<file path="config.mk">
export PLATFORM = sky130hd
export DESIGN_NAME = hdlc_framer_bit_stuffer_unit
export DESIGN_NICKNAME = d
export VERILOG_FILES = /design/src/hw/rtl/hdlcf_pkg.sv /design/src/hw/rtl/hdlcf_bit_engine.sv /design/src/hw/rtl/hdlcf_out_buf.sv /design/src/hw/rtl/hdlc_framer_bit_stuffer_unit.sv
export SDC_FILE = /design/constraint.sdc
export NUM_CORES = 1
export LEC_CHECK = 0
export BUFFER_PORTS_ARGS = -buffer_cell sky130_fd_sc_hd__buf_4
export CAP_MARGIN = 20
export CORE_MARGIN = 2
export CORE_UTILIZATION = 56
export CTS_BUF_LIST = sky130_fd_sc_hd__clkbuf_8
export CTS_CLUSTER_DIAMETER = 60
export CTS_CLUSTER_SIZE = 12
export DETAILED_ROUTE_END_ITERATION = 10
export GPL_ROUTABILITY_DRIVEN = 0
export PLACE_DENSITY_LB_ADDON = 0.12
export SYNTH_ARGS = -nofsm -noshare
export SYNTH_HDL_FRONTEND = slang
export SYNTH_SLANG_ARGS = --single-unit
</file>
<file path="constraint.sdc">
create_clock -name aclk -period 2.45 [get_ports aclk]
set_clock_uncertainty 0.1 [all_clocks]
set_input_delay 0.1225 -clock aclk [delete_from_list [all_inputs] [get_ports aclk]]
set_output_delay 0.1225 -clock aclk [all_outputs]
set_load 0.02 [all_outputs]
</file>
<file path="src/hw/rtl/hdlcf_pkg.sv">
// Shared types, command codes and constants for the HDLC bit-stuffing framer.
`default_nettype none

package hdlcf_pkg;

    // Command codes carried in the cmd field of an input beat.
    localparam logic [1:0] CMD_DATA = 2'd0;
    localparam logic [1:0] CMD_FLAG = 2'd1;
    localparam logic [1:0] CMD_FCS  = 2'd2;
    localparam logic [1:0] CMD_RSVD = 2'd3;

    // Line and CRC constants.
    localparam logic [7:0]  FLAG_BYTE     = 8'h7E;
    localparam logic [15:0] CRC_INIT      = 16'hFFFF;
    localparam logic [15:0] CRC_POLY_REFL = 16'h8408;
    localparam logic [7:0]  ONES_RUN_MASK = 8'h7C;

    // Number of result bytes one command can produce at most.
    localparam int unsigned BUF_DEPTH = 3;
    localparam int unsigned BUF_IDX_W = 2;

    // Bits left to send in one command (up to 16 for the FCS).
    localparam int unsigned LEFT_W = 5;

    // Input beat.
    typedef struct packed {
        logic [1:0] cmd;
        logic [7:0] data_byte;
    } in_item_t;

    // Result beat.
    typedef struct packed {
        logic [7:0] out_byte;
        logic       last_of_run;
    } out_item_t;

    // Start request from the sequencer to the bit engine.
    typedef struct packed {
        logic       go;
        logic [1:0] cmd;
        logic [7:0] data_byte;
    } eng_start_t;

    // Completed line byte from the bit engine.
    typedef struct packed {
        logic       valid;
        logic [7:0] value;
    } byte_evt_t;

endpackage

`default_nettype wire

</file>
<file path="src/hw/rtl/hdlcf_bit_engine.sv">
// Bit-serial engine: one line bit per cycle, CRC update, zero stuffing, byte packing.
`default_nettype none

module hdlcf_bit_engine (
    input  wire logic                  aclk,
    input  wire logic                  aresetn,
    input  wire hdlcf_pkg::eng_start_t start_i,
    output logic                       busy_o,
    output logic                       done_o,
    output hdlcf_pkg::byte_evt_t       byte_o
);

    logic [15:0]                   crc_reg, crc_next;
    logic [7:0]                    hist_reg, hist_next;
    logic [2:0]                    cnt_reg, cnt_next;
    logic [15:0]                   sh_reg, sh_next;
    logic [hdlcf_pkg::LEFT_W-1:0]  left_reg, left_next;
    logic                          stuff_pend_reg, stuff_pend_next;
    logic                          stuff_en_reg, stuff_en_next;
    logic                          crc_upd_reg, crc_upd_next;
    logic                          busy_reg, busy_next;

    logic       line_bit;
    logic [7:0] hist_full;
    logic [7:0] hist_shifted;
    logic       fb;
    logic       step_done;

    // One step: push the current line bit, advance CRC and stuffing check.
    always_comb begin
        crc_next        = crc_reg;
        hist_next       = hist_reg;
        cnt_next        = cnt_reg;
        sh_next         = sh_reg;
        left_next       = left_reg;
        stuff_pend_next = stuff_pend_reg;
        stuff_en_next   = stuff_en_reg;
        crc_upd_next    = crc_upd_reg;
        busy_next       = busy_reg;
        step_done       = 1'b0;

        line_bit     = stuff_pend_reg ? 1'b0 : sh_reg[0];
        hist_full    = {line_bit, hist_reg[6:0]};
        hist_shifted = {1'b0, hist_full[7:1]};
        fb           = crc_reg[0] ^ sh_reg[0];

        if (busy_reg) begin
            hist_next = hist_shifted;
            cnt_next  = cnt_reg + 3'd1;
            if (stuff_pend_reg) begin
                stuff_pend_next = 1'b0;
                step_done       = (left_reg == '0);
            end else begin
                sh_next   = {1'b0, sh_reg[15:1]};
                left_next = left_reg - {{(hdlcf_pkg::LEFT_W-1){1'b0}}, 1'b1};
                if (crc_upd_reg) begin
                    crc_next = {1'b0, crc_reg[15:1]} ^
                               (fb ? hdlcf_pkg::CRC_POLY_REFL : 16'h0000);
                end
                stuff_pend_next = stuff_en_reg &&
                    ((hist_shifted & hdlcf_pkg::ONES_RUN_MASK) == hdlcf_pkg::ONES_RUN_MASK);
                step_done = (left_reg == {{(hdlcf_pkg::LEFT_W-1){1'b0}}, 1'b1}) &&
                            !stuff_pend_next;
            end
            if (step_done) begin
                busy_next = 1'b0;
            end
        end else if (start_i.go) begin
            // Load the bits of the new command.
            busy_next       = 1'b1;
            stuff_pend_next = 1'b0;
            unique case (start_i.cmd)
                hdlcf_pkg::CMD_DATA: begin
                    sh_next       = {8'h00, start_i.data_byte};
                    left_next     = hdlcf_pkg::LEFT_W'(8);
                    stuff_en_next = 1'b1;
                    crc_upd_next  = 1'b1;
                end
                hdlcf_pkg::CMD_FLAG: begin
                    sh_next       = {8'h00, hdlcf_pkg::FLAG_BYTE};
                    left_next     = hdlcf_pkg::LEFT_W'(8);
                    stuff_en_next = 1'b0;
                    crc_upd_next  = 1'b0;
                    crc_next      = hdlcf_pkg::CRC_INIT;
                end
                hdlcf_pkg::CMD_FCS: begin
                    sh_next       = ~crc_reg;
                    left_next     = hdlcf_pkg::LEFT_W'(16);
                    stuff_en_next = 1'b1;
                    crc_upd_next  = 1'b0;
                    crc_next      = hdlcf_pkg::CRC_INIT;
                end
                default: begin
                    busy_next = 1'b0;
                end
            endcase
        end
    end

    // State registers.
    always_ff @(posedge aclk) begin
        if (!aresetn) begin
            crc_reg        <= hdlcf_pkg::CRC_INIT;
            hist_reg       <= 8'h00;
            cnt_reg        <= 3'd0;
            busy_reg       <= 1'b0;
            stuff_pend_reg <= 1'b0;
        end else begin
            crc_reg        <= crc_next;
            hist_reg       <= hist_next;
            cnt_reg        <= cnt_next;
            busy_reg       <= busy_next;
            stuff_pend_reg <= stuff_pend_next;
        end
    end

    // Per-command working registers.
    always_ff @(posedge aclk) begin
        sh_reg       <= sh_next;
        left_reg     <= left_next;
        stuff_en_reg <= stuff_en_next;
        crc_upd_reg  <= crc_upd_next;
    end

    // A byte completes when the eighth bit lands in the history register.
    assign byte_o.valid = busy_reg && (cnt_next == 3'd0);
    assign byte_o.value = hist_full;
    assign busy_o       = busy_reg;
    assign done_o       = busy_reg && step_done;

endmodule

`default_nettype wire

</file>
<file path="src/hw/rtl/hdlcf_out_buf.sv">
// Result buffer: gathers the bytes of one command and drains them through an output register.
`default_nettype none

module hdlcf_out_buf (
    input  wire logic                 aclk,
    input  wire logic                 aresetn,
    input  wire hdlcf_pkg::byte_evt_t byte_i,
    input  wire logic                 drain_i,
    output logic                      drained_o,
    output logic                      m_valid,
    input  wire logic                 m_ready,
    output hdlcf_pkg::out_item_t      m_item
);

    logic [7:0]                       buf_mem [hdlcf_pkg::BUF_DEPTH];
    logic [hdlcf_pkg::BUF_IDX_W-1:0]  wr_reg, wr_next;
    logic [hdlcf_pkg::BUF_IDX_W-1:0]  rd_reg, rd_next;
    logic                             m_valid_reg, m_valid_next;
    hdlcf_pkg::out_item_t             m_item_reg;
    logic                             load;
    logic                             empty;

    assign empty     = (rd_reg == wr_reg);
    assign load      = drain_i && !empty && (!m_valid_reg || m_ready);
    assign drained_o = drain_i && empty;

    // Pointer and output valid control.
    always_comb begin
        wr_next      = wr_reg;
        rd_next      = rd_reg;
        m_valid_next = m_valid_reg;

        if (m_valid_reg && m_ready) begin
            m_valid_next = 1'b0;
        end
        if (byte_i.valid) begin
            wr_next = wr_reg + {{(hdlcf_pkg::BUF_IDX_W-1){1'b0}}, 1'b1};
        end
        if (load) begin
            m_valid_next = 1'b1;
            rd_next      = rd_reg + {{(hdlcf_pkg::BUF_IDX_W-1){1'b0}}, 1'b1};
        end
        if (drained_o) begin
            wr_next = '0;
            rd_next = '0;
        end
    end

    // Byte store.
    always_ff @(posedge aclk) begin
        if (byte_i.valid) begin
            buf_mem[wr_reg] <= byte_i.value;
        end
    end

    // Control registers.
    always_ff @(posedge aclk) begin
        if (!aresetn) begin
            wr_reg      <= '0;
            rd_reg      <= '0;
            m_valid_reg <= 1'b0;
        end else begin
            wr_reg      <= wr_next;
            rd_reg      <= rd_next;
            m_valid_reg <= m_valid_next;
        end
    end

    // Output register: takes the oldest gathered byte when the result side allows.
    always_ff @(posedge aclk) begin
        if (load) begin
            m_item_reg.out_byte    <= buf_mem[rd_reg];
            m_item_reg.last_of_run <=
                (rd_reg + {{(hdlcf_pkg::BUF_IDX_W-1){1'b0}}, 1'b1}) == wr_reg;
        end
    end

    assign m_valid = m_valid_reg;
    assign m_item  = m_item_reg;

endmodule

`default_nettype wire

</file>
<file path="src/hw/rtl/hdlc_framer_bit_stuffer_unit.sv">
// Top level of the HDLC framer: command sequencer, bit engine and result buffer.
`default_nettype none

// HDLC framer with zero-bit stuffing and CRC-16-CCITT FCS. Each input beat is
// a command: send a data byte (CRC updated, stuffed), send a 0x7E flag
// (unstuffed, CRC restarted) or end the frame (complemented FCS sent low byte
// first, stuffed, CRC restarted). Line bits are packed LSB first into output
// bytes that carry over between commands; last_of_run marks the final byte a
// command produced, and a command that completes no byte produces no beat.
// Command code 3 is accepted and ignored. The bit engine sends one line bit
// per clock, stuffed zeros included; a command is accepted, its bits are sent
// by the engine, and then the bytes it produced are drained through the output
// register, one per clock when the result side is ready. s_ready is low from
// the acceptance of a data, flag or FCS command until the block has returned to
// idle after the last result byte has moved into the output register.
module hdlc_framer_bit_stuffer_unit (
    input  wire logic                 aclk,
    input  wire logic                 aresetn,
    input  wire logic                 s_valid,
    output logic                      s_ready,
    input  wire hdlcf_pkg::in_item_t  s_item,
    output logic                      m_valid,
    input  wire logic                 m_ready,
    output hdlcf_pkg::out_item_t      m_item
);

    localparam logic [1:0] ST_IDLE  = 2'd0;
    localparam logic [1:0] ST_RUN   = 2'd1;
    localparam logic [1:0] ST_DRAIN = 2'd2;

    logic [1:0]            state_reg, state_next;
    hdlcf_pkg::eng_start_t eng_start;
    hdlcf_pkg::byte_evt_t  byte_evt;
    logic                  eng_busy;
    logic                  eng_done;
    logic                  drained;
    logic                  accept;

    assign s_ready = (state_reg == ST_IDLE);
    assign accept  = s_valid && s_ready;

    assign eng_start.go        = accept && (s_item.cmd != hdlcf_pkg::CMD_RSVD);
    assign eng_start.cmd       = s_item.cmd;
    assign eng_start.data_byte = s_item.data_byte;

    // Sequencer: accept, run the bit engine, then drain the gathered bytes.
    always_comb begin
        state_next = state_reg;
        unique case (state_reg)
            ST_IDLE: begin
                if (eng_start.go) begin
                    state_next = ST_RUN;
                end
            end
            ST_RUN: begin
                if (eng_done || !eng_busy) begin
                    state_next = ST_DRAIN;
                end
            end
            ST_DRAIN: begin
                if (drained) begin
                    state_next = ST_IDLE;
                end
            end
            default: begin
                state_next = ST_IDLE;
            end
        endcase
    end

    always_ff @(posedge aclk) begin
        if (!aresetn) begin
            state_reg <= ST_IDLE;
        end else begin
            state_reg <= state_next;
        end
    end

    hdlcf_bit_engine u_engine (
        .aclk    (aclk),
        .aresetn (aresetn),
        .start_i (eng_start),
        .busy_o  (eng_busy),
        .done_o  (eng_done),
        .byte_o  (byte_evt)
    );

    hdlcf_out_buf u_out_buf (
        .aclk      (aclk),
        .aresetn   (aresetn),
        .byte_i    (byte_evt),
        .drain_i   (state_reg == ST_DRAIN),
        .drained_o (drained),
        .m_valid   (m_valid),
        .m_ready   (m_ready),
        .m_item    (m_item)
    );

endmodule

`default_nettype wire

</file>
## Yosys cells after proc, flatten, opt, wreduce, memory -nomap -nowiden

Memories as Yosys holds them, arrays and structs flattened. A register that Yosys moved wholly into a read port is not among the register bits.
Index checks and enable logic that the tools add are counted.

| word-level totals | value |
|---|---|
| logic and storage cells | 112 |
| output and inout bits | 11 |
| register bits | 59 |
| input port bits | 14 |
| memories | 1 |
| memory bits (writable) | 24 |

| operators by class | value |
|---|---|
| $add $sub $neg | 4 |
| multiplexer cells | 36 |
| bitwise gates (word level) | 5 |
| equal/unequal tests | 14 |
| reductions and logical operators | 38 |

Memories:

| memory | words | bits a word | read ports | clocked after Yosys merged registers in | wr ports | line | text |
|---|---|---|---|---|---|---|---|
| u_out_buf.buf_mem | 3 | 8 | 1 | 1 | 1 | hdlcf_out_buf.sv:15 | `logic [7:0] buf_mem [hdlcf_pkg::BUF_DEPTH];` |

Operators with widths:

| operator | number |
|---|---|
| $mux 16 | 9 |
| $pmux 16 s3 | 1 |
| $not 16->16 | 1 |
| $xor 15x16->16 | 1 |
| $mux 1 | 15 |
| $mux 5 | 3 |
| $reduce_and 3->1 | 5 |
| $logic_and 1x1->1 | 10 |
| $pmux 5 s2 | 1 |
| $reduce_bool 2->1 | 5 |
| $ne 2x2->1 const B | 4 |
| $reduce_or 2->1 | 4 |
| $mux 2 | 3 |
| $pmux 2 s3 | 1 |
| $eq 5x1->1 const B | 1 |
| $eq 5x5->1 const B | 1 |
| $logic_not 5->1 | 1 |
| $sub 5x1->5 const B | 1 |
| $add 2x1->2 const B | 2 |
| $eq 2x1->1 const B | 2 |
| $eq 2x2->1 | 2 |
| $eq 2x2->1 const B | 2 |
| $logic_not 1->1 | 4 |
| $logic_not 2->1 | 2 |
| 12 further kinds | 16 |

## Depth between registers and ports, before layout

| depth | value |
|---|---|
| depth after elaboration | 12 |
| depth in mapped cells | 7 |
| depth with buffers taken out | 6 |

## Hierarchy

Synthesis repeated with hierarchy kept, for this count alone.

| second synthesis, totals | value |
|---|---|
| cell total of the unflattened synthesis | 357 |
| area total of the unflattened synthesis | 4,052.6 um^2 |

Modules (own cells, without submodules):

| module | area each (um^2) | cells each | times used | seq. area each (um^2) |
|---|---|---|---|---|
| hdlcf_bit_engine | 2,473.6 | 247 | 1 | 1,251.2 |
| hdlcf_out_buf | 1,472.7 | 98 | 1 | 1,091.0 |
| hdlc_framer_bit_stuffer_unit | 106.4 | 12 | 1 | 40.0 |

## Worst setup path after synthesis

Ideal clock, no wire load.

| timing | value |
|---|---|
| path kind | flip-flop to flip-flop |
| from | reg state_reg[1] |
| to | reg u_engine.sh_reg[0] (enable) |
| arrival time | 1,812 ps |
| period minus slack after synthesis | 2,287 ps |
| path slack | 163 ps |
| stages on the path, launching flop included | 5 |
| required time | 1,975 ps |
| library setup time | 375 ps |
| path buffers | 0 |
| path through | dfxtp_1 or4b_4 nor2_1 a21o_1 o31a_1 |

| between the ends | value |
|---|---|
| cells in the longest elaborated chain, start to end | 5 |

RTL lines:

| what | line | text |
|---|---|---|
| start, declared | hdlc_framer_bit_stuffer_unit.sv:31 | `logic [1:0] state_reg, state_next;` |
| start signal, assigned | hdlc_framer_bit_stuffer_unit.sv:75 | `state_reg <= state_next;` |
| $logic_not 2->1 | hdlc_framer_bit_stuffer_unit.sv:39 | `assign s_ready = (state_reg == ST_IDLE);` |
| $logic_and 1x1->1 | hdlc_framer_bit_stuffer_unit.sv:40 | `assign accept = s_valid && s_ready;` |
| $logic_and 1x1->1 | hdlc_framer_bit_stuffer_unit.sv:42 | `assign eng_start.go = accept && (s_item.cmd != hdlcf_pkg::CMD_RSVD);` |
| $reduce_bool 2->1 (no line) | - |  |
| $reduce_and 3->1 (no line) | - |  |
| end signal, assigned | hdlcf_bit_engine.sv:119 | `sh_reg <= sh_next;` |
| end, declared | hdlcf_bit_engine.sv:16 | `logic [15:0] sh_reg, sh_next;` |

Every way passes these cells.
A chain may end at the register's enable or synchronous reset.

## Worst setup path after layout

| timing | value |
|---|---|
| from | reg state_reg[1] |
| to | reg u_engine.sh_reg[15] (enable) |

Same word-level chain as after synthesis.

==> flow_summary.toml <==
[drt]
drtIter0Drc = 121
drt-met1-wl_microns = 3190
finalWirelength_microns = 6310
top_layer_used = "met4"
firstDrtPassIters = 4
wl_met2_microns = 2880
ant_nets = 0
wl_per_cell_microns = 14.7
viasPerCell = 5.43
via_count = 2325
drc = 0
wl_met3_microns = 181

[logic_synthesis]
synth_top_area_share_pct = 43.7
ys_seq_elements = 91
ys_seq_area_share_pct = 61.9
yosys-top-cells-area = "edfxtp_1 (44%), dfxtp_1 (18%), mux2i_1 (4.7%)"
avgSynthCellArea_sq_um = 12.3
yosysWarningCount = 0
synth.top_cells.by_count = "edfxtp_1 (56), dfxtp_1 (35), nor2_1 (30), nand2_1 (26), mux2i_1 (18)"
synth_top_flop_cell = "edfxtp_1"
synth-edff-count = 56
synth_area_sq_um = 3850
syn_inst = 313
synth-async-reset-ratio_pct = 0
yosys.area.top_type = "edfxtp_1"
yosys.cell_count.top_type = "edfxtp_1"
synth_nets = 338
synthDistinctLibCells = 43

[placement]
port_buffers = 24
pre_cts_slack_ns = 0.302
place_hpwl_microns = 4400

[timing]
finalHoldViolCount = 0
setup_slack_ns = 0.370
timing.fmax_mhz = 481
rsz0062_at_grt = "false"
timing.final.crit_period_ns = 2.08
worstMarginPinSlew_ns = 0.588
slew_headroom_pct = 60.7
post-route-period-util_pct = 84.9
final-setup-viol-count = 0
finalMaxSlewViolations = 0
setup_tns_ns = 0

[clocking]
postCtsSetupBuffers = 0
clockRootBuffer = "clkbuf_8"
cts-buffers-inserted = 9
clkLatencyLatePin_ns = 0.35
path_clk_slew_ns = 0.09
cts-resized-gates = 0
h-tree-depth = 3
hold_buffers = 2
cts.sinks = 91
cts_buffer_depth = 2
cts_tree = "done"

[power]
pwr-share-comb_pct = 9.0
p_seq_share_pct = 58.3
power_switching_uw = 766
clock_power_share_pct = 32.6
switching_share_pct = 25.7
p_leak_nw = 1.59
internal-power_mw = 2.21
vdd_drop_max_v = 0.000397
power_density_nw_per_um2 = 686

[run_status]
outcome = "completed"

[critical_path]
worstRegToRegCells = 5
slowest_stage = "or4b_4"
crit_required_ns = 2.40
crit_path_cell_trace = "or4b_4 > nor2_1 > a21o_1 > o31a_1 > buf_4"
worst_setup_path_end_kind = "register"
r2r_start = "state_reg[1]$_SDFFE_PN0P_"
crit_end = "u_engine.sh_reg[15]$_SDFFCE_PP0P_"
cp-start-kind = "register"
worst-r2r-setup-slack_ns = 0.37
reg2reg_to = "u_engine.sh_reg[15]$_SDFFCE_PP0P_"
critPathLaunch = "state_reg[1]$_SDFFE_PN0P_"
cpPeakStageDelay_ns = 0.58
path_class = "register to register"
worst-endpoint-arrival_ns = 2.03
cp_max_fo = 16

[final_layout]
seq_area_sq_um = 2380
multi_input_area_sq_um = 1330
synthToLayoutAreaGrowth_pct = 12.8
n_antenna_cell = 0
largest_reg_flops = 24
final_layout_size_suffix_gt1_share_pct = 20.7
fin_nets = 368
nFillCells = 539

[grt]
antenna_found_initial = 0
grt_pass1_vias = 2241
grt_use_total_pct = 18.4
grt_max_degree = 25
overflow = 0
grt_pass1_wl_microns = 10700

[floorplan]
core.rowCount = 30
core-area_sq_um = 6720
die_x_microns = 86.9
die_area_sq_um = 7560
ios = 25
start_util_pct = 57.3
die_height_microns = 86.9

[run]
maxCapViolCount = 0

[hold_path]
hp-class = "input port to register"
per-stage QoR:
step	hold slack (ns)	std cells	total power [mW]	instance area, sq um	utilization, %
after floorplan	0.226	313	1.95	3850	-
after global placement	0.334	410	2.03	4130	61.5
after detailed placement	0.331	410	2.04	4130	61.5
after CTS	0.0370	428	3.00	4340	64.6
after global routing	0.0655	428	3.11	4340	64.6
final	0.0614	428	2.98	4340	64.6
critical path: cells and delay by family, from the launching register on:
| kind | cells | cell delay (ns) |
|---|---|---|
| simple gates | 2 | 0.84 |
| flops | 1 | 0.34 |
| compound gates | 2 | 0.28 |
| buf+inv | 1 | 0.22 |
power groups by stage:
stage / clock network [mW] / registers (mW) / logic (mW)
2_1_floorplan: 0 / 1.76 / 0.199
3_3_place_gp: 0 / 1.77 / 0.265
3_5_place_dp: 0 / 1.77 / 0.267
4_1_cts: 0.994 / 1.74 / 0.272
5_1_grt: 1.06 / 1.75 / 0.302
6_report: 0.972 / 1.74 / 0.269
cells by family (layout without fill, tap and decap cells):
kind of cell | count (synthesis) | count (layout) | share of synthesized area [%]
mux | 18 | 18 | 4.68
compound gates | 62 | 62 | 12.8
flops | 91 | 91 | 61.9
buf+inv | 33 | 68 | 3.54
simple gates | 85 | 85 | 10.6
xor+xnor | 13 | 13 | 2.96
fa+ha+maj | 11 | 11 | 3.57
how the worst min path moves through the flow:
stage,startpoint,to,slack (ns),cells after the start
floorplan,m_ready,u_out_buf.m_valid$_SDFFE_PN0P_,0.23,2
global placement,aresetn,u_engine.busy_o$_SDFF_PN0_,0.33,2
detailed placement,aresetn,u_engine.busy_o$_SDFF_PN0_,0.33,2
CTS,s_item[0],u_engine.sh_reg[0]$_DFFE_PP_,0.04,3
global route,s_item[7],u_engine.sh_reg[7]$_DFFE_PP_,0.07,3
finish,s_item[0],u_engine.sh_reg[0]$_DFFE_PP_,0.06,3
per-layer routing:
| metal | track usage [%] | vias to the layer above |
|---|---|---|
| met4 | 6.53 | 0 |
| met1 | 25.4 | 1095 |
| li1 | - | 1185 |
| met2 | 28.5 | 40 |
| met3 | 4.27 | 5 |
| met5 | 0 | - |
layout by cell type, fill, tap and decap left out, drive strengths merged, types with 4 or more instances in the layout:
cell type and count:
a22o 7, xor2 6, o21ai 12, edfxtp 56
and2 4, o22a 16, nor2 30, a21oi 6
o31ai 6, a211oi 6, buf 34, xnor2 7
inv 21, dfxtp 35, nand2 26, mux2i 18
ha 11, clkbuf 9
layout make-up:
type | count | area share [%]
Clock inverter | 7 | 1.56
Sequential cell | 91 | 54.9
Timing Repair Buffer | 36 | 6.34
Tap cell | 80 | 2.30
Multi-Input combinational cell | 189 | 30.7
Inverter | 16 | 1.38
Clock buffer | 9 | 2.85
Power figures use the tool's default switching activity.
